==> config.mk <==
export PLATFORM = sky130hd
export DESIGN_NAME = svt_ram
export DESIGN_NICKNAME = d
export VERILOG_FILES = /design/src/svt_ram.sv
export SDC_FILE = /design/constraint.sdc
export NUM_CORES = 1
export LEC_CHECK = 0
export ABC_AREA = 0
export BUFFER_PORTS_ARGS = -buffer_cell sky130_fd_sc_hd__buf_4
export CAP_MARGIN = 20
export CORE_UTILIZATION = 50
export DETAILED_ROUTE_END_ITERATION = 10
export PLACE_DENSITY = 0.65
export SLEW_MARGIN = 20
export SYNTH_ARGS = -nofsm -noshare
export SYNTH_HDL_FRONTEND = slang
export SYNTH_SLANG_ARGS = --single-unit
==> constraint.sdc <==
create_clock -name clk_i -period 4.4 [get_ports clk_i]
set_input_delay 0.44 -clock clk_i [delete_from_list [all_inputs] [get_ports clk_i]]
set_output_delay 0.44 -clock clk_i [all_outputs]
set_load 0.01 [all_outputs]
==> src/svt_ram.sv <==
`timescale 1ns / 1ps

module svt_ram #(
  parameter int unsigned Width = 8,
  parameter int unsigned Depth = 16,
  localparam int unsigned AddrW = (Depth > 1) ? $clog2(Depth) : 1
) (
  input  logic             clk_i,
  input  logic             we_i,
  input  logic [AddrW-1:0] waddr_i,
  input  logic [Width-1:0] wdata_i,
  input  logic             re_i,
  input  logic [AddrW-1:0] raddr_i,
  output logic [Width-1:0] rdata_o
);

  logic [Width-1:0] mem_q [Depth];
  logic [Width-1:0] rdata_q;

  always_ff @(posedge clk_i) begin
    if (we_i) begin
      mem_q[waddr_i] <= wdata_i;
    end
    if (re_i) begin
      rdata_q <= mem_q[raddr_i];
    end
  end

  assign rdata_o = rdata_q;

endmodule

* After elaboration in Yosys (flattened, before gate mapping)
Memory sizes are Yosys's and may differ from the RTL's. A register that Yosys moved wholly into a read port is not among the register bits. Index checks and enable logic that the tools add are counted.
Storage, ports and cells: register bits after elaboration 0, word-level logic and storage cells 3, output and inout bits 8, memory bits (writable) 128, bits of input ports 19, memories kept 1
Memory list:
- mem_q | depth 16, width 8, rd ports 1, clocked after memory_dff 1, wr ports 1, RTL line 17 | logic [Width-1:0] mem_q [Depth];
Cells by class: mux-type cells 2
Operators with widths (number):
- two-way mux 1 bit | 2

* Logic depth before layout (Yosys ltp)
depth in word-level cells 2, depth in mapped cells 5, gate-level depth less buffers 3

* Least setup slack after synthesis
No wires, ideal clock.
path kind input to register, start point input waddr_i[2], end point memory mem_q[0][0], enable pin, stages 2, required time 4017 ps, arrival 1550 ps, library setup time 383 ps, path buffers 0, setup slack 2467 ps, path through or3b_2 -> nor3_1
RTL lines:
- start: declaration | RTL line 10 | input logic [AddrW-1:0] waddr_i,
- end: declaration | RTL line 17
No word-level cell before the write port.

==> impl_metrics.tcl <==
set metrics [dict create \
    diodes 0 \
    postSynthCellCount 229 \
    hold_viol 0 \
    layout_common_cells "136 x edfxtp_1, 29 x buf_4, 18 x mux4_2, 16 x a22oi_1, 16 x clkbuf_16" \
    cts_inserted_buffers 17 \
    setup_viol 0 \
    rsz0062_at_grt "false" \
    clk_path_buf_depth 2 \
    crit_required_ps 4640 \
    whs_ps 244.7 \
    post_cts_resized 0 \
    htreeDepth 4 \
    fin_nets 286 \
    first_pass_iters 4 \
    min_period_ps 1725 \
    via_count 2402 \
    ff2ff_setup_slack_ps 2880 \
    finalClockSkew_ps 13.88 \
    relSlewSlack_pct 36.57 \
    grt_pass1_wl_mm 14.80 \
    ctsHoldBuffers 0 \
    fp-row-count 36 \
    final_common_cell "edfxtp_1" \
    cts.sinks 136 \
    die_y_um 104.3 \
    grt_pass1_vias 2490 \
    layoutNonFillerInstCount 411 \
    viasPerCell 5.844 \
    period_share_pct 39.21 \
    synth_seq_area_share_pct 78.12 \
    crit_slowest_cell "mux4_1" \
    startpoint_type "primary input" \
    synth_area_leader_cell "edfxtp_1" \
    drc_errors 0 \
    root_buffer "clkbuf_8" \
    hold_path_class "in -> reg" \
    cts_setup_buffers 0 \
    grt_max_degree 33 \
    cpLargestDelayFamily "multiplexers" \
    p_leak_nw 2.024 \
    totalWireLength_mm 9.795 \
    fmax_ghz 0.5796 \
    outcome "finished, final reports clean" \
    initial_utilization_pct 52.51 \
    crit_arrival_ps 1970 \
    p_total_mw 2.986 \
    ios 27 \
    ys_warn_count 0 \
    antenna_found_initial 0 \
    cts_tree "done" \
    fin_area_um2 6108 \
    die_area_um2 10870 \
    die_x_um 104.3 \
    multi_input_area_um2 1062 \
    fillers 700 \
    ir_drop_v 0.0002606 \
    slew_violations 0 \
    insertion_delay_ps 510 \
    synth_nets 248 \
    path_class "in -> reg" \
    end_kind "register" \
    synth_cell_types 18 \
    syn_area_per_cell_um2 22.83 \
    yosysTopAreaCellShare_pct 78.12 \
    fin_util_pct 61.36 \
    dp_worst_setup_slack_ps 2083 \
    hpwl_mm 5.989 \
    overflow 0 \
    maxCapViolCount 0 \
    io_buffer_count 26 \
    p_per_area_nw_per_um2 488.9 \
    place_inst 381 \
    setup_ws_ps 2675 \
    clk_pin_slew_ps 60 \
    critical-path-max-stage-delay_ps 620 \
    seqCellArea_um2 4084 \
    place_area_um2 5525 \
    fin_tns_setup_ps 0 \
    drive_gt1_share_pct 26.62 \
    gp_congestion 0.7319 \
    area_delta_synth_final_pct 16.85 \
    cp_max_fo 32 \
    drt-initial-drc-count 151 \
    grtUsageTotal_pct 19.67 \
    routedWlPerCell_um 23.83 \
    worstMarginPinSlew_ps 948.0 \
    core_area_um2 9955 \
    ys_ff_latch 136 \
    path_cells "buf_4 > mux4_1 > a22oi_1 > nand2_1" \
    ys_top_cells_by_area "edfxtp_1 78%, mux4_2 7.8%, mux4_1 7.0%" \
    antenna_left 0 \
    syn_area_um2 5228 \
    crit_buf_inv 1 \
]
## final cells by class
type | count | share of cell area (%)
sequential | 136 | 66.86
clock inverter | 11 | 2.560
multi-input combinational | 83 | 17.39
tap | 133 | 2.724
clock buffer | 19 | 6.903
timing repair buffer | 29 | 3.564
## routing by layer
layer	vias up	part of all wire, %	global-route usage [%]
li1	1060	-	-
met1	1271	43	26.23
met2	65	51	31.33
met3	6	4.9	5.451
met4	0	0.75	7.041
met5	-	0	0
## flip-flops by register name, indices dropped and copies added, names as in the netlist
name	count
mem_q	128
rdata_o	8
## cell usage after synthesis
cell type          n
nor2b_1            1
nand3b_1           2
buf_2              3
mux4_2            18
clkdlybuf4s25_2    3
and2b_1            1
nand2_1            9
buf_4              1
a22oi_1           16
buf_6              3
and2_1             1
edfxtp_1         136
nor3_1             4
or3b_2             1
nand3_1            1
mux4_1            14
nand2b_1           2
nor2_1            13
## worst paths after layout
kind                start  depth (start not counted)            to
min reg2reg  mem_q[15][1]                          3    rdata_o[1]
min            wdata_i[0]                          1  mem_q[14][0]
max            raddr_i[0]                          4    rdata_o[5]
max reg2reg   mem_q[1][5]                          3    rdata_o[5]
## power breakdown
part,switching (mW),internal [mW]
clock network,0.478,0.904
logic,0.0766,0.0585
registers,0.00828,1.46
## logic make-up after synthesis
| kind of cell | after synthesis | share of synthesized area [%] |
|---|---|---|
| AO/OA/AOI/OAI | 16 | 2.298 |
| flip-flops | 136 | 78.12 |
| AND/OR/NAND/NOR | 35 | 3.136 |
| multiplexers | 32 | 14.79 |
| buffers and inverters | 10 | 1.651 |
Power figures use the tool's default switching activity.
