`src/svt_pkg.sv`:
```
`timescale 1ns / 1ps

package svt_pkg;

  localparam int unsigned AddrW = 32;
  localparam int unsigned PortW = 16;
  localparam int unsigned TimeW = 32;
  localparam int unsigned PidW  = 32;

  // Lookup key of one sender.
  typedef struct packed {
    logic [AddrW-1:0] source;
    logic [AddrW-1:0] group;
    logic [PortW-1:0] port;
  } key_t;

  // One table word as it is held in the RAM.
  typedef struct packed {
    key_t             key;
    logic             enabled;
    logic [TimeW-1:0] seen_time;
  } entry_t;

  localparam int unsigned EntryW = $bits(entry_t);

  // One request as latched by the sequencer.
  typedef struct packed {
    key_t             key;
    logic             redundant;
    logic [TimeW-1:0] now;
    logic [PidW-1:0]  pid;
  } req_t;

  // Verdict flags handed from the sequencer to the output register.
  typedef struct packed {
    logic valid;
    logic drop;
    logic created;
    logic full;
  } res_t;

endpackage

```
`src/svt_seq.sv`:
```
`timescale 1ns / 1ps

module svt_seq
  import svt_pkg::*;
#(
  parameter int unsigned TableEntries = 64,
  localparam int unsigned IdxW = (TableEntries > 1) ? $clog2(TableEntries) : 1,
  localparam int unsigned CntW = $clog2(TableEntries + 1)
) (
  input  logic            clk_i,
  input  logic            rst_ni,
  input  logic            start_i,
  input  req_t            req_i,
  output logic            busy_o,
  output logic            ram_re_o,
  output logic [IdxW-1:0] ram_raddr_o,
  input  entry_t          ram_rdata_i,
  output logic            ram_we_o,
  output logic [IdxW-1:0] ram_waddr_o,
  output entry_t          ram_wdata_o,
  output res_t            res_o,
  output logic [PidW-1:0] res_pid_o
);

  localparam logic [1:0] S_IDLE = 2'd0;
  localparam logic [1:0] S_SCAN = 2'd1;
  localparam logic [1:0] S_UPD  = 2'd2;

  localparam logic [CntW-1:0] Capacity = CntW'(TableEntries);

  logic [1:0]      state_q, state_d;
  req_t            req_q, req_d;
  logic [CntW-1:0] idx_q, idx_d;
  logic [CntW-1:0] count_q, count_d;
  logic            pend_q, pend_d;
  logic [IdxW-1:0] pend_idx_q, pend_idx_d;
  logic            hit_q, hit_d;
  logic [IdxW-1:0] hit_idx_q, hit_idx_d;
  logic            en_old_q, en_old_d;
  logic            more;
  logic            match;

  // Entries are filled from slot 0 upward and never removed, so slots below
  // the fill count are exactly the valid ones.
  assign more  = (idx_q != count_q);
  assign match = pend_q && (ram_rdata_i.key == req_q.key);

  always_comb begin
    state_d     = state_q;
    req_d       = req_q;
    idx_d       = idx_q;
    count_d     = count_q;
    pend_d      = 1'b0;
    pend_idx_d  = pend_idx_q;
    hit_d       = hit_q;
    hit_idx_d   = hit_idx_q;
    en_old_d    = en_old_q;
    ram_re_o    = 1'b0;
    ram_raddr_o = idx_q[IdxW-1:0];
    ram_we_o    = 1'b0;
    ram_waddr_o = hit_idx_q;
    ram_wdata_o = '0;
    res_o       = '0;

    unique case (state_q)
      S_IDLE: begin
        if (start_i) begin
          req_d   = req_i;
          idx_d   = '0;
          hit_d   = 1'b0;
          state_d = S_SCAN;
        end
      end
      S_SCAN: begin
        if (match) begin
          hit_d     = 1'b1;
          hit_idx_d = pend_idx_q;
          en_old_d  = ram_rdata_i.enabled;
          state_d   = S_UPD;
        end else if (more) begin
          ram_re_o   = 1'b1;
          pend_d     = 1'b1;
          pend_idx_d = idx_q[IdxW-1:0];
          idx_d      = idx_q + 1'b1;
        end else begin
          hit_d   = 1'b0;
          state_d = S_UPD;
        end
      end
      S_UPD: begin
        res_o.valid               = 1'b1;
        ram_wdata_o.key           = req_q.key;
        ram_wdata_o.seen_time     = req_q.now;
        if (hit_q) begin
          ram_we_o            = 1'b1;
          ram_waddr_o         = hit_idx_q;
          ram_wdata_o.enabled = en_old_q | req_q.redundant;
          res_o.drop          = !req_q.redundant && en_old_q;
        end else if (count_q != Capacity) begin
          ram_we_o            = 1'b1;
          ram_waddr_o         = count_q[IdxW-1:0];
          ram_wdata_o.enabled = req_q.redundant;
          count_d             = count_q + 1'b1;
          res_o.created       = 1'b1;
        end else begin
          res_o.full = 1'b1;
        end
        state_d = S_IDLE;
      end
      default: begin
        state_d = S_IDLE;
      end
    endcase
  end

  assign busy_o    = (state_q != S_IDLE);
  assign res_pid_o = req_q.pid;

  always_ff @(posedge clk_i or negedge rst_ni) begin
    if (!rst_ni) begin
      state_q <= S_IDLE;
      count_q <= '0;
      pend_q  <= 1'b0;
      hit_q   <= 1'b0;
    end else begin
      state_q <= state_d;
      count_q <= count_d;
      pend_q  <= pend_d;
      hit_q   <= hit_d;
    end
  end

  always_ff @(posedge clk_i) begin
    req_q      <= req_d;
    idx_q      <= idx_d;
    pend_idx_q <= pend_idx_d;
    hit_idx_q  <= hit_idx_d;
    en_old_q   <= en_old_d;
  end

endmodule

```
`config.mk`:
```
export PLATFORM = sky130hd
export DESIGN_NAME = svt_seq
export DESIGN_NICKNAME = d
export VERILOG_FILES = /design/src/svt_pkg.sv /design/src/svt_seq.sv
export SDC_FILE = /design/constraint.sdc
export NUM_CORES = 1
export LEC_CHECK = 0
export ABC_AREA = 1
export BUFFER_PORTS_ARGS = -buffer_cell sky130_fd_sc_hd__buf_4
export CAP_MARGIN = 30
export CELL_PAD_IN_SITES_DETAIL_PLACEMENT = 1
export CELL_PAD_IN_SITES_GLOBAL_PLACEMENT = 1
export CORE_ASPECT_RATIO = 1.75
export CORE_MARGIN = 5
export CORE_UTILIZATION = 33
export DETAILED_ROUTE_END_ITERATION = 6
export GPL_ROUTABILITY_DRIVEN = 0
export PLACE_DENSITY_LB_ADDON = 0.1
export SLEW_MARGIN = 20
export SYNTH_ARGS = -nofsm -noshare
export SYNTH_HDL_FRONTEND = slang
export SYNTH_SLANG_ARGS = --single-unit
```
`constraint.sdc`:
```
create_clock -name clk_i -period 10.5 [get_ports clk_i]
set_input_delay 0.525 -clock clk_i [delete_from_list [all_inputs] [get_ports clk_i]]
set_output_delay 0.525 -clock clk_i [all_outputs]
set_load 0.005 [all_outputs]
```
=== Word level (Yosys, flattened, before mapping) ===
Cells that the tools add are included.

* Bits in registers: 176
* Input port bits: 261
* Output and inout bits: 164
* Logic and storage cells: 69

* $add $sub $neg: 2
* Equal/unequal tests: 9
* Multiplexer cells: 28
* Bitwise logic cells: 3
* Reduce and logical (&&, ||, !) cells: 13

{| class="wikitable"
|+ Operators with widths
! kind !! number
|-
| $mux 113 || 1
|-
| $eq 80x80->1 || 1
|-
| $mux 7 || 3
|-
| $mux 6 || 3
|-
| $add 7x1->7 const B || 2
|-
| $pmux 7 s2 || 1
|-
| $mux 1 || 13
|-
| $reduce_and 3->1 || 3
|-
| $mux 2 || 4
|-
| $ne 7x7->1 || 1
|-
| $ne 7x7->1 const B || 1
|-
| $ne 2x2->1 const B || 3
|-
| $reduce_and 2->1 || 3
|-
| $mux 4 || 1
|-
| $pmux 2 s2 || 1
|-
| $reduce_and 4->1 || 1
|-
| $reduce_bool 2->1 || 2
|-
| $ne 3x3->1 const B || 1
|-
| $eq 2x1->1 const B || 1
|-
| $eq 2x2->1 const B || 1
|-
| $logic_and 1x1->1 || 2
|-
| $logic_not 2->1 || 1
|-
| $not 1->1 || 2
|-
| $pmux 1 s2 || 1
|-
| other kinds (2) || 2
|}

=== Depth between registers and ports, before layout ===
* Depth in word-level cells: 4
* Depth in mapped cells: 13
* Gate-level depth less buffers: 13

=== Worst setup path before layout ===
OpenSTA, ideal clock, no wires.

* Path kind: register to register
* Start: register state_q[1]
* End: register req_q[100] in the netlist's numbering, enable pin
* Setup time: 0.651 ns
* Data arrival time: 6.759 ns
* Data required time: 9.849 ns
* Path slack: 3.090 ns
* Stages on the path, launching flop included: 3
* Path buffers: 0
* Period minus slack after synthesis: 7.410 ns
* Path through: dfrtp_1 -> or2_2 -> nor2_1

* Longest elaborated chain between the ends: 2

{| class="wikitable"
|+ RTL lines
! element !! line !! text
|-
| from (decl) || svt_seq.sv:31 || <nowiki>logic [1:0] state_q, state_d;</nowiki>
|-
| from (signal assigned) || svt_seq.sv:126 || <nowiki>state_q <= state_d;</nowiki>
|-
| $logic_not 2->1 || svt_seq.sv:65 || <nowiki>unique case (state_q)</nowiki>
|-
| $reduce_and 2->1 (no source line) || -- ||
|-
| to (signal assigned) || svt_seq.sv:134 || <nowiki>req_q <= req_d;</nowiki>
|-
| to (decl) || svt_seq.sv:32 || <nowiki>req_t req_q, req_d;</nowiki>
|}

Every way passes these cells.
A chain may end at the register's enable or synchronous reset.

=== Final worst setup path ===
* Start: register req_q[87] in the netlist's numbering
* End: output ram_re_o

* Longest elaborated chain between the ends: 4

{| class="wikitable"
|+ RTL lines
! element !! line !! text
|-
| $eq 80x80->1 || svt_seq.sv:46 || <nowiki>assign match = pend_q && (ram_rdata_i.key == req_q.key);</nowiki>
|-
| $logic_and 1x1->1 || svt_seq.sv:46 ||
|-
| $mux 1 || svt_seq.sv:75 || <nowiki>if (match) begin</nowiki>
|-
| $mux 1 || svt_seq.sv:65 ||
|-
| to (decl) || svt_seq.sv:15 || <nowiki>output logic ram_re_o,</nowiki>
|}

Every way passes these cells.

==> impl_metrics.csv <==
group,metric,value,unit
job,drv_cap,0,
layout,drive_gt1_share,31.8,%
clocking,clk_pin_slew,0.08,ns
route,via_per_inst,4.54,
global_routing,antenna_found_initial,2,
setup_path,cp-start-kind,"flop",
timing,clock_skew,0.0120,ns
timing,final_hold_viol_count,0,
timing,setup_ws,7.39,ns
setup_path,crit_buf_inv,3,
timing,timing.fmax,322,MHz
floorplanning,coreArea,0.0264,mm^2
route,drt_wl_total,33.7,mm
global_routing,grt_first_pass_wirelength,48.6,mm
placed_design,dpl_worst_slack,7.56,ns
layout,area_growth_syn_to_layout,41.8,%
route,drt.antenna.violating_nets,0,
setup_path,worst_path_max_delay_cell,"edfxtp_1",
outcome,outcome,"finished clean",
setup_path,crit_top_cell,"nand2_1",
global_routing,grt_pass1_vias,8354,
pwr,ir_drop,0.150,mV
route,dr_wl_met2,19.4,mm
placed_design,dpl.hpwl,27.8,mm
global_routing,overflow,0,
global_routing,grt_max_degree,73,
setup_path,path_cells,"inv_1 -> nand2_1 -> nand2_1 -> nor2_1 -> nand2_1 -> nor2_1 -> nand2_1 -> nor2_1 -> nand3_1 -> nand2_1 -> inv_1 -> buf_4",
clocking,cts_tree,"yes",
route,wl_met3,2.89,mm
clocking,htree_levels,4,
setup_path,cp.arrival,2.58,ns
timing,tightest_slew,0.927,ns
route,dr.pass1.iters,4,
clocking,clockBufferDepth,2,
clocking,cts.sinks,176,
setup_path,cp_max_fo,9,
floorplanning,start_util,33.3,%
logic_synthesis,ys_types,28,
timing,grt_setup_unrepaired,"false",
floorplanning,pin_count,425,
logic_synthesis,netlist_instances,996,
logic_synthesis,synth_edf_count,165,
setup_path,required,9.98,ns
placed_design,io_buffers,392,
pwr,leakage,6.34,nW
logic_synthesis,ys_ff_latch,176,
timing,final-setup-viol-count,0,
setup_path,timing.rr.start,"req_q[65]",
global_routing,grt_usage,22.1,%
floorplanning,fp.dieW,133,um
clocking,numCtsBuffers,17,
route,post_drt_wl_per_cell,19.8,um
setup_path,endpoint_kind,"output port",
route,wl_met1,10.4,mm
route,drc,0,
logic_synthesis,syn_nets,1260,
min_path,min_path_cells,1,
route,vias,7731,
clocking,clk_latency,0.45,ns
logic_synthesis,ys_warn_count,0,
setup_path,max_stage_delay,0.36,ns
timing,slew_viol_final,0,
timing,finalCritPeriodShare,29.6,%
pwr,power_density,199,mW/mm^2
setup_path,worstRegToRegCells,9,
timing,period_minus_slack,3.11,ns
setup_path,crit_family,"simple AND/OR/NAND/NOR gates",
route,highest_layer,"met4",
layout,n_fill_cell,3138,
layout,num-nets-final,1625,
min_path,hold_class,"in2reg",
floorplanning,fp-row-count,79,
floorplanning,die_area,0.0301,mm^2
min_path,min-delay-start,"req_i[72]",
setup_path,crit_start,"req_q[87]",
timing,finalSetupTns,0,ns
clocking,cts_resized,0,
logic_synthesis,async_reset_ff_share,6.25,%
setup_path,cp_num_cells,12,
logic_synthesis,netlist_area,0.00878,mm^2
timing,max_slew_margin,38.2,%
logic_synthesis,syn_area_per_cell,8.82,um^2
route,drt_iter0_drc,261,
setup_path,critical_path_class,"reg2out",
logic_synthesis,synthFlopType,"edfxtp_1",
clocking,root_buffer,"clkbuf_16",
logic_synthesis,ys_seq_area_share,59.5,%
floorplanning,dieHeight,226,um
-- layout by cell type, fill, tap and decap left out, drive strengths merged, types with 6 or more instances in the layout --
| cell | instances |
|---|---|
| buf | 396 |
| nand2 | 259 |
| inv | 217 |
| nor2 | 188 |
| edfxtp | 165 |
| nand3 | 20 |
| nand4 | 19 |
| xnor2 | 18 |
| clkbuf | 18 |
| o21ai | 14 |
| nor3 | 13 |
| dfrtp | 11 |
| a21oi | 8 |
| xor2 | 7 |
| clkinv | 6 |
-- metal layers --
layer,global-route usage [%],vias up
met5,0,-
met4,9.23,0
met3,8.49,53
met2,43.7,290
met1,19.4,3631
li1,-,3757
-- state kept, by name, summed over array words and instances (netlist names) --
name	count
count_q	7
en_old_q	1
hit_idx_q	6
hit_q	1
idx_q	7
pend_idx_q	6
pend_q	1
req_q	113
res_pid_o	32
state_q	2
-- synthesized netlist by cell type (7+ instances only) --
master / number / area [um^2]
edfxtp_1: 165 / 4950
buf_1: 7 / 26.3
nor2_1: 186 / 698
a21oi_1: 8 / 40.0
dfrtp_1: 11 / 275
buf_4: 38 / 285
nor3_1: 12 / 60.1
nand4_1: 19 / 119
xnor2_1: 18 / 158
nand3_1: 19 / 95.1
o21ai_0: 14 / 70.1
nand2_1: 257 / 965
inv_1: 211 / 792
xor2_1: 7 / 61.3
-- kinds of logic (layout without fill, tap and decap cells) --
family | count (synthesis) | count (layout) | synth area share (%)
xor+xnor | 25 | 25 | 2.49
simple gates | 505 | 505 | 23.2
flops | 176 | 176 | 59.5
other cells | 0 | 3 | 0
compound gates | 25 | 25 | 1.51
fa+ha+maj | 3 | 3 | 0.427
buf+inv | 262 | 640 | 12.8
-- path summary, 6_finish.rpt --
check / slack (ns) / endpoint
max in group asynchronous: 9.88 / hit_q
min in group asynchronous: 0.46 / count_q[0]
worst max register to register: 8.03 / hit_idx_q[1]
worst min register to register: 0.42 / hit_idx_q[5]
worst max-delay path: 7.39 / ram_re_o
worst min-delay path: 0.24 / req_q[72]
-- power by group --
part           internal (mW)  switching [mW]
clock                  0.336           0.311
sequential             0.968          0.0783
combinational          0.320           0.463
-- through the flow --
stage	instance area [um^2]	hold slack (ns)	power, mW	utilization, %	instances
6_report	12500	0.243	2.48	47.2	1701
5_1_grt	12500	0.216	2.63	47.2	1700
4_1_cts	12400	0.217	2.52	47.2	1698
3_5_place_dp	11900	0.378	1.87	44.9	1665
3_3_place_gp	11800	0.374	1.84	44.8	1664
2_1_floorplan	8780	0.229	1.47	-	996
-- final cells by class --
class | count | area, um^2 | share of cell area, %
Tap cell | 324 | 405 | 3.25
Inverter | 211 | 792 | 6.36
Timing Repair Buffer | 397 | 3000 | 24.1
Antenna cell | 3 | 7.51 | 0.0603
Multi-Input combinational cell | 558 | 2440 | 19.6
Clock buffer | 18 | 429 | 3.45
Clock inverter | 14 | 151 | 1.22
Sequential cell | 176 | 5230 | 42.0
-- repair_timing --
item / 4_1_cts / 5_1_grt
setup endpoints to repair: 0 / 0
hold buffers: 1 / 0
buffers inserted: 0 / 0
hold endpoints to repair: 11 / 0
(Power assumes the default switching activity.)
